$ cat src/hdl/sha224_pkg.sv
// ----------------------------------------------------------------------------
// sha224_pkg
// Shared types, sequencer states, round constants and SHA-2 helper functions
// for the SHA-224 stream hasher.
// ----------------------------------------------------------------------------
package sha224_pkg;

  typedef logic [31:0] word_t;
  typedef logic [7:0][31:0] work_t;   // index 0 is variable a, 7 is h

  // sequencer states
  typedef enum logic [3:0] {
    ST_IDLE,
    ST_PHEAD,
    ST_PZERO,
    ST_PLENHI,
    ST_PLENLO,
    ST_CLOAD,
    ST_ROUND,
    ST_UPDATE,
    ST_ORD,
    ST_OLD,
    ST_OHOLD
  } state_e;

  localparam logic [7:0] PadByte   = 8'h80;
  localparam int unsigned NumWords = 7;

  // round constants
  localparam word_t RoundK [64] = '{
    32'h428a2f98, 32'h71374491, 32'hb5c0fbcf, 32'he9b5dba5, 32'h3956c25b, 32'h59f111f1,
    32'h923f82a4, 32'hab1c5ed5, 32'hd807aa98, 32'h12835b01, 32'h243185be, 32'h550c7dc3,
    32'h72be5d74, 32'h80deb1fe, 32'h9bdc06a7, 32'hc19bf174, 32'he49b69c1, 32'hefbe4786,
    32'h0fc19dc6, 32'h240ca1cc, 32'h2de92c6f, 32'h4a7484aa, 32'h5cb0a9dc, 32'h76f988da,
    32'h983e5152, 32'ha831c66d, 32'hb00327c8, 32'hbf597fc7, 32'hc6e00bf3, 32'hd5a79147,
    32'h06ca6351, 32'h14292967, 32'h27b70a85, 32'h2e1b2138, 32'h4d2c6dfc, 32'h53380d13,
    32'h650a7354, 32'h766a0abb, 32'h81c2c92e, 32'h92722c85, 32'ha2bfe8a1, 32'ha81a664b,
    32'hc24b8b70, 32'hc76c51a3, 32'hd192e819, 32'hd6990624, 32'hf40e3585, 32'h106aa070,
    32'h19a4c116, 32'h1e376c08, 32'h2748774c, 32'h34b0bcb5, 32'h391c0cb3, 32'h4ed8aa4a,
    32'h5b9cca4f, 32'h682e6ff3, 32'h748f82ee, 32'h78a5636f, 32'h84c87814, 32'h8cc70208,
    32'h90befffa, 32'ha4506ceb, 32'hbef9a3f7, 32'hc67178f2
  };

  // initial chaining value
  function automatic word_t iv_word(input logic [2:0] idx);
    word_t r;
    unique case (idx)
      3'd0: r = 32'hc1059ed8;
      3'd1: r = 32'h367cd507;
      3'd2: r = 32'h3070dd17;
      3'd3: r = 32'hf70e5939;
      3'd4: r = 32'hffc00b31;
      3'd5: r = 32'h68581511;
      3'd6: r = 32'h64f98fa7;
      default: r = 32'hbefa4fa4;
    endcase
    return r;
  endfunction

  function automatic word_t rotr(input word_t x, input int unsigned n);
    return (x >> n) | (x << (32 - n));
  endfunction

  function automatic word_t big_sig0(input word_t x);
    return rotr(x, 2) ^ rotr(x, 13) ^ rotr(x, 22);
  endfunction

  function automatic word_t big_sig1(input word_t x);
    return rotr(x, 6) ^ rotr(x, 11) ^ rotr(x, 25);
  endfunction

  function automatic word_t small_sig0(input word_t x);
    return rotr(x, 7) ^ rotr(x, 18) ^ (x >> 3);
  endfunction

  function automatic word_t small_sig1(input word_t x);
    return rotr(x, 17) ^ rotr(x, 19) ^ (x >> 10);
  endfunction

endpackage

$ cat src/hdl/sha224_if.sv
// ----------------------------------------------------------------------------
// sha224_if
// Valid/ready channels of the SHA-224 stream hasher: message bytes in,
// digest words out.
// ----------------------------------------------------------------------------
interface sha224_in_if;
  logic       valid;
  logic       ready;
  logic [7:0] byte_value;
  logic       has_byte;
  logic       last;

  modport source (output valid, output byte_value, output has_byte, output last,
                  input ready);
  modport sink   (input valid, input byte_value, input has_byte, input last,
                  output ready);
endinterface

interface sha224_out_if;
  logic        valid;
  logic        ready;
  logic [31:0] digest_word;
  logic [2:0]  word_index;
  logic        last_word;

  modport source (output valid, output digest_word, output word_index, output last_word,
                  input ready);
  modport sink   (input valid, input digest_word, input word_index, input last_word,
                  output ready);
endinterface

$ cat src/hdl/sha224_stream_hasher.sv
// ----------------------------------------------------------------------------
// sha224_stream_hasher
// SHA-224 over a byte stream: bytes are packed into a 16-word block memory,
// compressed one round per cycle, and the chaining words live in an 8-word
// memory that is read, updated and written back around each block.
// ----------------------------------------------------------------------------
// byte items: one per cycle while idle; the 64th byte of a block starts a compression
//   (chaining-word reads, 64 rounds, read-modify-write of the chaining words)
// final item: padding takes 3 to 18 memory writes, then one or two compressions,
//   then seven digest words, paced by the sink
// reset: asynchronous, active low; chaining words read as the initial value
//   through per-word valid bits, so no clearing pass is needed
module sha224_stream_hasher (
  input  logic          clk_i,
  input  logic          rst_ni,
  sha224_in_if.sink     in_i,
  sha224_out_if.source  out_o
);
  import sha224_pkg::*;

  state_e        state_q, state_d;
  logic [3:0]    cnt_q;
  logic [5:0]    rnd_q;
  logic [4:0]    pw_q;
  logic [5:0]    fill_q;
  logic [63:0]   bits_q;
  logic [2:0][7:0] pack_q;
  logic          pend_q, two_q, fin_q;
  logic [7:0]    vld_q;
  work_t         work_q;
  work_t         round_w;
  word_t         sch_q [16];
  word_t         w_w;

  // block and chaining memories
  word_t         blk_mem [16];
  word_t         blk_rd_q;
  word_t         chain_mem [8];
  word_t         chain_mem_rd_q;
  logic          chain_vsel_q;
  logic [2:0]    chain_addr_q;
  word_t         chain_rd;

  // output register
  logic          out_vld_q;
  word_t         out_word_q;
  logic [2:0]    out_idx_q;

  // control outputs
  logic          in_rdy;
  logic          in_acc;
  logic          out_acc;
  logic          blk_we;
  logic [3:0]    blk_waddr;
  word_t         blk_wdata;
  logic [3:0]    blk_raddr;
  logic [2:0]    ch_raddr;
  logic          ch_we;
  logic [2:0]    ch_waddr;
  word_t         ch_wdata;
  word_t         head_word;
  logic [4:0]    pad_lim;
  logic          blk_full;

  assign in_acc   = in_i.valid & in_rdy;
  assign out_acc  = out_vld_q & out_o.ready;
  assign in_i.ready = in_rdy;
  assign blk_full = in_i.has_byte && (fill_q == 6'd63);
  assign pad_lim  = two_q ? 5'd16 : 5'd14;

  assign out_o.valid       = out_vld_q;
  assign out_o.digest_word = out_word_q;
  assign out_o.word_index  = out_idx_q;
  assign out_o.last_word   = (out_idx_q == 3'(NumWords - 1));

  // first padding word: buffered bytes, then the marker byte, then zeros
  always_comb begin
    head_word[31:24] = (fill_q[1:0] == 2'd0) ? PadByte : pack_q[0];
    head_word[23:16] = (fill_q[1:0] <  2'd1) ? 8'h00 :
                       (fill_q[1:0] == 2'd1) ? PadByte : pack_q[1];
    head_word[15:8]  = (fill_q[1:0] <  2'd2) ? 8'h00 :
                       (fill_q[1:0] == 2'd2) ? PadByte : pack_q[2];
    head_word[7:0]   = (fill_q[1:0] == 2'd3) ? PadByte : 8'h00;
  end

  // chaining word read: unwritten entries read as the initial value
  assign chain_rd = chain_vsel_q ? chain_mem_rd_q : iv_word(chain_addr_q);

  // message schedule word
  assign w_w = (rnd_q < 6'd16) ? blk_rd_q :
               small_sig1(sch_q[14]) + sch_q[9] + small_sig0(sch_q[1]) + sch_q[0];

  sha224_round u_round (
    .work_i (work_q),
    .w_i    (w_w),
    .k_i    (RoundK[rnd_q]),
    .work_o (round_w)
  );

  // next state
  always_comb begin
    state_d = state_q;
    unique case (state_q)
      ST_IDLE: begin
        if (in_acc) begin
          if (blk_full)            state_d = ST_CLOAD;
          else if (in_i.last)      state_d = ST_PHEAD;
        end
      end
      ST_PHEAD:  state_d = ST_PZERO;
      ST_PZERO: begin
        if (pw_q >= pad_lim) state_d = two_q ? ST_CLOAD : ST_PLENHI;
      end
      ST_PLENHI: state_d = ST_PLENLO;
      ST_PLENLO: state_d = ST_CLOAD;
      ST_CLOAD: begin
        if (cnt_q == 4'd8) state_d = ST_ROUND;
      end
      ST_ROUND: begin
        if (rnd_q == 6'd63) state_d = ST_UPDATE;
      end
      ST_UPDATE: begin
        if (cnt_q == 4'd8) begin
          priority if (fin_q) state_d = ST_ORD;
          else if (two_q)     state_d = ST_PZERO;
          else if (pend_q)    state_d = ST_PHEAD;
          else                state_d = ST_IDLE;
        end
      end
      ST_ORD:  state_d = ST_OLD;
      ST_OLD:  state_d = ST_OHOLD;
      ST_OHOLD: begin
        if (out_acc) state_d = (cnt_q[2:0] == 3'(NumWords - 1)) ? ST_IDLE : ST_ORD;
      end
      default: state_d = ST_IDLE;
    endcase
  end

  // memory and handshake controls
  always_comb begin
    in_rdy    = 1'b0;
    blk_we    = 1'b0;
    blk_waddr = '0;
    blk_wdata = '0;
    blk_raddr = '0;
    ch_raddr  = cnt_q[2:0];
    ch_we     = 1'b0;
    ch_waddr  = '0;
    ch_wdata  = '0;
    unique case (state_q)
      ST_IDLE: begin
        in_rdy = 1'b1;
        if (in_acc && in_i.has_byte && (fill_q[1:0] == 2'd3)) begin
          blk_we    = 1'b1;
          blk_waddr = fill_q[5:2];
          blk_wdata = {pack_q[0], pack_q[1], pack_q[2], in_i.byte_value};
        end
      end
      ST_PHEAD: begin
        blk_we    = 1'b1;
        blk_waddr = fill_q[5:2];
        blk_wdata = head_word;
      end
      ST_PZERO: begin
        if (pw_q < pad_lim) begin
          blk_we    = 1'b1;
          blk_waddr = pw_q[3:0];
        end
      end
      ST_PLENHI: begin
        blk_we    = 1'b1;
        blk_waddr = 4'd14;
        blk_wdata = bits_q[63:32];
      end
      ST_PLENLO: begin
        blk_we    = 1'b1;
        blk_waddr = 4'd15;
        blk_wdata = bits_q[31:0];
      end
      ST_ROUND: begin
        blk_raddr = rnd_q[3:0] + 4'd1;
      end
      ST_UPDATE: begin
        if (cnt_q != 4'd0) begin
          ch_we    = 1'b1;
          ch_waddr = 3'(cnt_q - 4'd1);
          ch_wdata = chain_rd + work_q[0];
        end
      end
      ST_CLOAD, ST_ORD, ST_OLD, ST_OHOLD: begin
      end
      default: begin
      end
    endcase
  end

  // block memory
  always_ff @(posedge clk_i) begin
    if (blk_we) begin
      blk_mem[blk_waddr] <= blk_wdata;
    end
    blk_rd_q <= blk_mem[blk_raddr];
  end

  // chaining memory
  always_ff @(posedge clk_i) begin
    if (ch_we) begin
      chain_mem[ch_waddr] <= ch_wdata;
    end
    chain_mem_rd_q <= chain_mem[ch_raddr];
    chain_addr_q   <= ch_raddr;
  end

  // control registers
  always_ff @(posedge clk_i or negedge rst_ni) begin
    if (!rst_ni) begin
      state_q      <= ST_IDLE;
      cnt_q        <= '0;
      rnd_q        <= '0;
      pw_q         <= '0;
      fill_q       <= '0;
      bits_q       <= '0;
      pend_q       <= 1'b0;
      two_q        <= 1'b0;
      fin_q        <= 1'b0;
      vld_q        <= '0;
      chain_vsel_q <= 1'b0;
      out_vld_q    <= 1'b0;
    end else begin
      state_q      <= state_d;
      chain_vsel_q <= vld_q[ch_raddr];

      // step counter for memory sweeps and output words
      unique case (state_q)
        ST_CLOAD, ST_UPDATE: cnt_q <= (cnt_q == 4'd8) ? 4'd0 : cnt_q + 4'd1;
        ST_ORD, ST_OLD:      cnt_q <= cnt_q;
        ST_OHOLD: begin
          if (out_acc) cnt_q <= (cnt_q[2:0] == 3'(NumWords - 1)) ? 4'd0 : cnt_q + 4'd1;
        end
        default:             cnt_q <= '0;
      endcase

      rnd_q <= (state_q == ST_ROUND) ? rnd_q + 6'd1 : 6'd0;

      // byte intake
      if (in_acc) begin
        pend_q <= in_i.last && blk_full;
        if (in_i.has_byte) begin
          fill_q <= fill_q + 6'd1;
          bits_q <= bits_q + 64'd8;
        end
      end

      // padding word pointer
      if (state_q == ST_PHEAD) begin
        pw_q  <= {1'b0, fill_q[5:2]} + 5'd1;
        two_q <= (fill_q >= 6'd56);
      end else if (state_q == ST_PZERO && pw_q < pad_lim) begin
        pw_q <= pw_q + 5'd1;
      end else if (state_q == ST_UPDATE && cnt_q == 4'd8) begin
        pw_q   <= '0;
        two_q  <= 1'b0;
        pend_q <= 1'b0;
      end

      if (state_q == ST_PLENLO) fin_q <= 1'b1;

      if (ch_we) vld_q[ch_waddr] <= 1'b1;

      // output register handshake and restart after the final word
      if (state_q == ST_OLD) begin
        out_vld_q <= 1'b1;
      end else if (out_acc) begin
        out_vld_q <= 1'b0;
        if (cnt_q[2:0] == 3'(NumWords - 1)) begin
          fill_q <= '0;
          bits_q <= '0;
          vld_q  <= '0;
          fin_q  <= 1'b0;
        end
      end
    end
  end

  // datapath registers
  always_ff @(posedge clk_i) begin
    if (in_acc && in_i.has_byte && (fill_q[1:0] != 2'd3)) begin
      pack_q[fill_q[1:0]] <= in_i.byte_value;
    end

    unique case (state_q)
      ST_CLOAD: begin
        if (cnt_q != 4'd0) work_q <= {chain_rd, work_q[7:1]};
      end
      ST_ROUND: begin
        work_q <= round_w;
      end
      ST_UPDATE: begin
        if (cnt_q != 4'd0) work_q <= {work_q[0], work_q[7:1]};
      end
      default: begin
      end
    endcase

    // schedule window shift
    if (state_q == ST_ROUND) begin
      for (int i = 0; i < 15; i++) begin
        sch_q[i] <= sch_q[i + 1];
      end
      sch_q[15] <= w_w;
    end

    if (state_q == ST_OLD) begin
      out_word_q <= chain_rd;
      out_idx_q  <= cnt_q[2:0];
    end
  end

endmodule

$ cat src/hdl/sha224_round.sv
// ----------------------------------------------------------------------------
// sha224_round
// One SHA-2 compression round: updates the eight working variables from the
// schedule word and the round constant.
// ----------------------------------------------------------------------------
module sha224_round (
  input  sha224_pkg::work_t work_i,
  input  sha224_pkg::word_t w_i,
  input  sha224_pkg::word_t k_i,
  output sha224_pkg::work_t work_o
);
  import sha224_pkg::*;

  word_t ch_w;
  word_t maj_w;
  word_t t1_w;
  word_t t2_w;

  // choose and majority
  assign ch_w  = (work_i[4] & work_i[5]) ^ (~work_i[4] & work_i[6]);
  assign maj_w = (work_i[0] & work_i[1]) ^ (work_i[0] & work_i[2]) ^ (work_i[1] & work_i[2]);

  // round temporaries
  assign t1_w = work_i[7] + big_sig1(work_i[4]) + ch_w + k_i + w_i;
  assign t2_w = big_sig0(work_i[0]) + maj_w;

  // rotate variables
  always_comb begin
    work_o[0] = t1_w + t2_w;
    work_o[1] = work_i[0];
    work_o[2] = work_i[1];
    work_o[3] = work_i[2];
    work_o[4] = work_i[3] + t1_w;
    work_o[5] = work_i[4];
    work_o[6] = work_i[5];
    work_o[7] = work_i[6];
  end

endmodule
$ cat src/flat_wrapper.sv
// flat-port wrapper written by rule: the top's interface ports become plain ports
module sha224_stream_hasher_flat import sha224_pkg::*;
  (clk_i, rst_ni, in_i_valid, in_i_byte_value, in_i_has_byte, in_i_last, in_i_ready, out_o_valid, out_o_digest_word, out_o_word_index, out_o_last_word, out_o_ready);
  sha224_in_if in_i_i ();
  sha224_out_if out_o_i ();
  input  logic clk_i;
  input  logic rst_ni;
  input wire logic [$bits(in_i_i.valid)-1:0] in_i_valid;
  input wire logic [$bits(in_i_i.byte_value)-1:0] in_i_byte_value;
  input wire logic [$bits(in_i_i.has_byte)-1:0] in_i_has_byte;
  input wire logic [$bits(in_i_i.last)-1:0] in_i_last;
  output wire logic [$bits(in_i_i.ready)-1:0] in_i_ready;
  output wire logic [$bits(out_o_i.valid)-1:0] out_o_valid;
  output wire logic [$bits(out_o_i.digest_word)-1:0] out_o_digest_word;
  output wire logic [$bits(out_o_i.word_index)-1:0] out_o_word_index;
  output wire logic [$bits(out_o_i.last_word)-1:0] out_o_last_word;
  input wire logic [$bits(out_o_i.ready)-1:0] out_o_ready;
  assign in_i_i.valid = in_i_valid;
  assign in_i_i.byte_value = in_i_byte_value;
  assign in_i_i.has_byte = in_i_has_byte;
  assign in_i_i.last = in_i_last;
  assign in_i_ready = in_i_i.ready;
  assign out_o_valid = out_o_i.valid;
  assign out_o_digest_word = out_o_i.digest_word;
  assign out_o_word_index = out_o_i.word_index;
  assign out_o_last_word = out_o_i.last_word;
  assign out_o_i.ready = out_o_ready;
  sha224_stream_hasher u_core (.clk_i(clk_i), .rst_ni(rst_ni), .in_i(in_i_i), .out_o(out_o_i));
endmodule
$ cat config.mk
export PLATFORM = sky130hd
export DESIGN_NAME = sha224_stream_hasher_flat
export DESIGN_NICKNAME = d
export VERILOG_FILES = /design/src/hdl/sha224_pkg.sv /design/src/hdl/sha224_if.sv /design/src/hdl/sha224_stream_hasher.sv /design/src/hdl/sha224_round.sv /design/src/flat_wrapper.sv
export SDC_FILE = /design/constraint.sdc
export NUM_CORES = 2
export LEC_CHECK = 0
export ABC_CLOCK_PERIOD_IN_PS = 21000
export BUFFER_PORTS_ARGS = -buffer_cell sky130_fd_sc_hd__buf_2
export CAP_MARGIN = 10
export CORE_MARGIN = 2
export CORE_UTILIZATION = 38
export CTS_BUF_LIST = sky130_fd_sc_hd__clkbuf_4 sky130_fd_sc_hd__clkbuf_8 sky130_fd_sc_hd__clkbuf_16
export CTS_CLUSTER_SIZE = 20
export DETAILED_ROUTE_END_ITERATION = 12
export REMOVE_ABC_BUFFERS = 1
export SYNTH_ARGS = -nofsm -noshare
export SYNTH_HDL_FRONTEND = slang
export SYNTH_SLANG_ARGS = --single-unit
$ cat constraint.sdc
create_clock -name clk_i -period 21 [get_ports clk_i]
set_clock_uncertainty 0.05 [all_clocks]
set_input_delay 2.1 -clock clk_i [delete_from_list [all_inputs] [get_ports clk_i]]
set_output_delay 2.1 -clock clk_i [all_outputs]
set_load 0.01 [all_outputs]
# [Yosys cells after proc, flatten, opt, wreduce, memory -nomap -nowiden]
# Memory sizes are Yosys's and may differ from the RTL's. A register that Yosys moved wholly into a read port is not among the register bits.
# Cells that the tools add are included.
[word_totals] regBits=420 mem_bits_rw=1280 mem_bits_ro=2048 input_bits=14 out_inout_bits=38 word_cells=245 memories=4
[memory_table] name="(no name shown)" words=64 word_bits=32 rd=1 rd_clocked_by_memory_dff=0 wr=0 line="sha224_stream_hasher.sv:96" rtl=".k_i (RoundK[rnd_q]),"
[memory_table] name="u_core.blk_mem" words=16 word_bits=32 rd=1 rd_clocked_by_memory_dff=1 wr=1 line="sha224_stream_hasher.sv:36" rtl="word_t blk_mem [16];"
[memory_table] name="u_core.sch_q" words=16 word_bits=32 rd=16 rd_clocked_by_memory_dff=0 wr=16 line="sha224_stream_hasher.sv:32" rtl="word_t sch_q [16];"
[memory_table] name="u_core.chain_mem" words=8 word_bits=32 rd=1 rd_clocked_by_memory_dff=1 wr=1 line="sha224_stream_hasher.sv:38" rtl="word_t chain_mem [8];"
[op_classes] addsub=19 magnitude_cmp=12 eq_ne=35 n_mux=93 bitwise_logic=32 reduce_logical=24
[op_table] cell="$pmux 256 s3" n=1
[op_table] cell="$mux 256" n=2
[op_table] cell="$add 32x32->32" n=11
[op_table] cell="$mux 64" n=5
[op_table] cell="$xor 32x32->32" n=9
[op_table] cell="$mux 32" n=7
[op_table] cell="$pmux 32 s7" n=1
[op_table] cell="$and 32x32->32" n=5
[op_table] cell="$pmux 32 s4" n=1
[op_table] cell="$mux 8" n=11
[op_table] cell="$mux 4" n=17
[op_table] cell="$add 64x4->64 const B" n=1
[op_table] cell="$pmux 4 s11" n=1
[op_table] cell="$mux 6" n=6
[op_table] cell="$not 32->32" n=1
[op_table] cell="$or 10x32->32" n=1
[op_table] cell="$or 13x32->32" n=1
[op_table] cell="$or 14x32->32" n=1
[op_table] cell="$or 15x32->32" n=1
[op_table] cell="$or 19x32->32" n=1
[op_table] cell="$or 21x32->32" n=1
[op_table] cell="$or 25x32->32" n=1
[op_table] cell="$or 26x32->32" n=1
[op_table] cell="$or 30x32->32" n=1
[op_table] cell="58 further kinds" n=127

# [Longest topological paths before layout]
[depth] ltp_word=12 depth_mapped=46 mapped_depth_nobuf=46

# [Modules after synthesis]
# A second synthesis with hierarchy kept.
[unflattened] cells_unflattened=6835 hier_area_um2=86108.8
[modules_own_cells] module="sha224_stream_hasher" n_inst=1 cells_each=5516 area_per_inst_um2=75084.5 seq_area_each_um2=51714.6
[modules_own_cells] module="sha224_round" n_inst=1 cells_each=1319 area_per_inst_um2=11024.3 seq_area_each_um2=0.0

# [Worst setup path after synthesis]
# Ideal clock, no wire load.
[synth_timing] kind="reg2reg" from="register u_core.state_q[2]" to="memory u_core.sch_q[0][0] (netlist name), enable pin" setup_ps=1076 arrival_time_ps=15555 t_required_ps=19874 slack_ps=4319 path_stages_with_launch=8 path_buffers=4 period_less_slack_ps=16681 cell_sequence="dfrtp_1 -> buf_2 -> nand2b_1 -> or2_2 -> inv_1 -> clkbuf_1 -> clkbuf_1 -> clkbuf_1"
[synth_lines] item="from (decl)" line="sha224_stream_hasher.sv:21" rtl="state_e state_q, state_d;"
[synth_lines] item="from (signal assigned)" line="sha224_stream_hasher.sv:230" rtl="state_q <= state_d;"
[synth_lines] item="to (decl)" line="sha224_stream_hasher.sv:32"

==> flow_metrics.env <==
export IMPL_antenna_found_initial=10
export IMPL_power_density_nw_per_um2=75.6
export IMPL_drt_met1_wl_um=105000
export IMPL_arrival_ns=11.90
export IMPL_grt_first_pass_wirelength_um=347000
export IMPL_ys_seq_area_share_pct=61.5
export IMPL_final_common_cell="edfxtp_1"
export IMPL_vdd_drop_max_mv=0.0834
export IMPL_synth_distinct_cells=99
export IMPL_crit_top_cell="fa_1"
export IMPL_dr_wl_met3_um=16900
export IMPL_grt_overflow_total=0
export IMPL_worstRegToRegCells=42
export IMPL_fill_cells=20220
export IMPL_portBuffers=51
export IMPL_grt_pass1_vias=51218
export IMPL_fin_crit_sh_pct=54.3
export IMPL_grt_usage_pct=20.7
export IMPL_ys_flop_type="edfxtp_1"
export IMPL_num_nets_final=6880
export IMPL_holdWs_ns=0.331
export IMPL_clock_tree_root_cell="clkbuf_16"
export IMPL_drive_above_1_share_pct=11.7
export IMPL_run_status="finished clean"
export IMPL_initial_core_util_pct=38.3
export IMPL_htree_levels=4
export IMPL_placed_area_um2=87800
export IMPL_rows=172
export IMPL_first_pass_iters=7
export IMPL_cp_slowest_stage_delay_ns=0.58
export IMPL_avgSynthCellArea_um2=13.0
export IMPL_num_vias=52153
export IMPL_core_area_um2=220000
export IMPL_finalWirelength_um=235000
export IMPL_dpl_hpwl_um=156000
export IMPL_critPathLaunchType="flop"
export IMPL_hold_violations=0
export IMPL_mostFrequentLayoutCells="1595 x edfxtp_1, 786 x nand2_1, 393 x o21ai_0, 388 x a21oi_1, 372 x inv_1"
export IMPL_syn_to_final_growth_pct=11.9
export IMPL_reg2reg_from="u_core.sch_q[0][51]$_DFFE_PP_"
export IMPL_leakage_nw=32.6
export IMPL_crit_type="flop to flop"
export IMPL_cts_sinks=1761
export IMPL_die_w_um=475
export IMPL_cts_buffers=180
export IMPL_drv_cap=0
export IMPL_wl_met2_um=107000
export IMPL_r2r_end="u_core.work_q[31]$_DFFE_PP_"
export IMPL_drc_errors=0
export IMPL_synth_area_um2=84100
export IMPL_multi_input_area_um2=29900
export IMPL_cts_repair_resized=0
export IMPL_min_path_cells=0
export IMPL_ys_ff_latch=1761
export IMPL_grt_max_degree=218
export IMPL_ctsHoldBuffers=0
export IMPL_viasPerCell=5.43
export IMPL_synth_edf_count=1595
export IMPL_drv_slew=0
export IMPL_clk_latency_ns=0.86
export IMPL_ant_nets=0
export IMPL_end_kind="flop"
export IMPL_cp_slowest_cell="fa_1"
export IMPL_wire_per_inst_um=24.5
export IMPL_finalInstanceArea_um2=94100
export IMPL_gp_congestion=0.931
export IMPL_dieArea_um2=225000
export IMPL_dr_max_layer_used="met5"
export IMPL_drtIter0Drc=5603
export IMPL_dieHeight_um=475
export IMPL_max_freq_mhz=87.8
export IMPL_synth_warning_count=0
export IMPL_worst_slew_pin_slew_ns=1.31
export IMPL_hold_path_class="flop to flop"
export IMPL_synth_cells=6493
export IMPL_slew_headroom_pct=12.3
export IMPL_critPathRequiredTime_ns=21.51
export IMPL_min_to="u_core.sch_q[0][136]$_DFFE_PP_"
export IMPL_cts_tree="built"
export IMPL_clkTransAtPathRegs_ns=0.06
export IMPL_cts_max_path_buffers=3
export IMPL_ioPinCount=52
export IMPL_rsz0062_at_grt="false"
export IMPL_finalCriticalPeriod_ns=11.39
export IMPL_r2r_slack_ns=9.61
export IMPL_ff_latch_area_um2=51700
export IMPL_setup_violations=0
export IMPL_crit_fanout=7
export IMPL_synthArstFlopShare_pct=5.62
export IMPL_worstHoldStart="u_core.sch_q[0][168]$_DFFE_PP_"
export IMPL_postCtsSetupBuffers=0
## flip-flops by register name, indices dropped and copies added, names as in the netlist, 3 cells and up
signal                    flops
u_core.pw_q                   5
u_core.chain_mem_rd_q        32
u_core.fill_q                 6
u_core.state_q                4
u_core.cnt_q                  4
u_core.chain_addr_q           3
u_core.vld_q                  8
u_core.out_o.digest_word     32
u_core.out_o.word_index       3
u_core.blk_mem              512
u_core.chain_mem            256
u_core.blk_rd_q              32
u_core.pack_q                24
u_core.work_q               256
u_core.sch_q                512
u_core.bits_q                61
u_core.rnd_q                  6
## cells by family (layout without fill, tap and decap cells)
logic type	Yosys count	in the layout	synth area share [%]
fa+ha+maj	387	387	7.42
flops	1761	1761	61.5
xor+xnor	440	440	4.61
simple gates	1533	1533	8.04
buf+inv	719	862	3.25
compound gates	1267	1267	9.31
other cells	0	2	0
mux	386	386	5.90
## worst max-delay path, delay by kind of cell, from the launching register on
| kind | cells | cell delay (ns) |
|---|---|---|
| simple gates | 6 | 1.21 |
| xor+xnor | 5 | 0.95 |
| fa+ha+maj | 10 | 4.37 |
| buf+inv | 5 | 0.29 |
| compound gates | 16 | 3.75 |
| flops | 1 | 0.47 |
## routing by layer
layer | GRT usage (%) | vias up
li1 | - | 23524
met5 | 0 | -
met3 | 3.59 | 358
met4 | 5.61 | 6
met2 | 32.1 | 1813
met1 | 30.0 | 26452
## final cells by class
type | instances | area share, %
sequential | 1761 | 55.0
multi-input combinational | 4013 | 31.8
clock buffer | 228 | 5.26
tap | 2958 | 3.93
inverter | 377 | 1.51
clock inverter | 106 | 1.39
timing repair buffer | 151 | 1.14
antenna | 2 | 0.00532
## worst max-delay path by stage
| stage | startpoint | cells after the start | slack [ns] | endpoint |
|---|---|---|---|---|
| finish | u_core.sch_q[0][51]$_DFFE_PP_ | 42 | 9.61 | u_core.work_q[31]$_DFFE_PP_ |
| detailed placement | u_core.sch_q[0][41]$_DFFE_PP_ | 46 | 9.68 | u_core.work_q[31]$_DFFE_PP_ |
| global route | u_core.sch_q[0][41]$_DFFE_PP_ | 46 | 8.89 | u_core.work_q[31]$_DFFE_PP_ |
| global placement | u_core.sch_q[0][51]$_DFFE_PP_ | 40 | 9.79 | u_core.work_q[31]$_DFFE_PP_ |
| floorplan | u_core.state_q[0]$_DFFE_PN0P_ | 5 | -2.36 | u_core.blk_rd_q[0]$_DFF_P_ |
| CTS | u_core.sch_q[0][41]$_DFFE_PP_ | 46 | 9.58 | u_core.work_q[31]$_DFFE_PP_ |
## cell usage after synthesis, drive strengths merged, types with 12 or more instances
library cell     n  area share [%]
edfxtp        1595              57
nand2          790             3.5
o21ai          413             2.5
a21oi          391             2.3
inv            375             1.7
nor2           317             1.4
clkbuf         299             1.3
xnor2          281             2.9
ha             194             2.9
fa             188             4.5
mux2i          173             2.1
xor2           157             1.6
mux2           139             1.9
a21o           112             1.0
dfrtp           99             2.9
nand3           99            0.61
mux4            74             2.0
and3            71            0.53
dfxtp           67             1.6
nor3            54            0.32
buf             43            0.23
a221oi          41            0.43
nand2b          37            0.28
o221ai          36            0.37
o21a            35            0.31
a211oi          31            0.28
a31oi           31            0.24
or3             30            0.22
a222oi          27            0.32
or2             26            0.19
and2            24            0.18
nand4           22            0.16
nor2b           21            0.16
o21bai          20            0.18
o31ai           19            0.19
nor4            15            0.17
o211ai          15            0.15
a311oi          12            0.12
## power by group
group	internal, mW	leakage [nW]	switching [mW]	total, mW
Sequential	3.77	15.1	0	3.77
Combinational	0.00111	14.4	0.00594	0.00707
Clock	1.92	3.07	1.42	3.34
Total	5.68	32.6	1.43	7.11
## per-stage QoR
stage | power (mW) | std cells | TNS (ns) | util [%] | setup WS (ns)
4_1_cts | 7.18 | 9593 | 0 | 42.8 | 9.58
6_report | 7.11 | 9596 | 0 | 42.8 | 9.61
3_3_place_gp | 3.85 | 9259 | 0 | 39.9 | 9.79
2_1_floorplan | 3.84 | 6151 | -188.73 | - | -2.36
3_5_place_dp | 3.85 | 9259 | 0 | 39.9 | 9.68
5_1_grt | 7.31 | 9595 | 0 | 42.8 | 8.89
(Power assumes the default switching activity.)
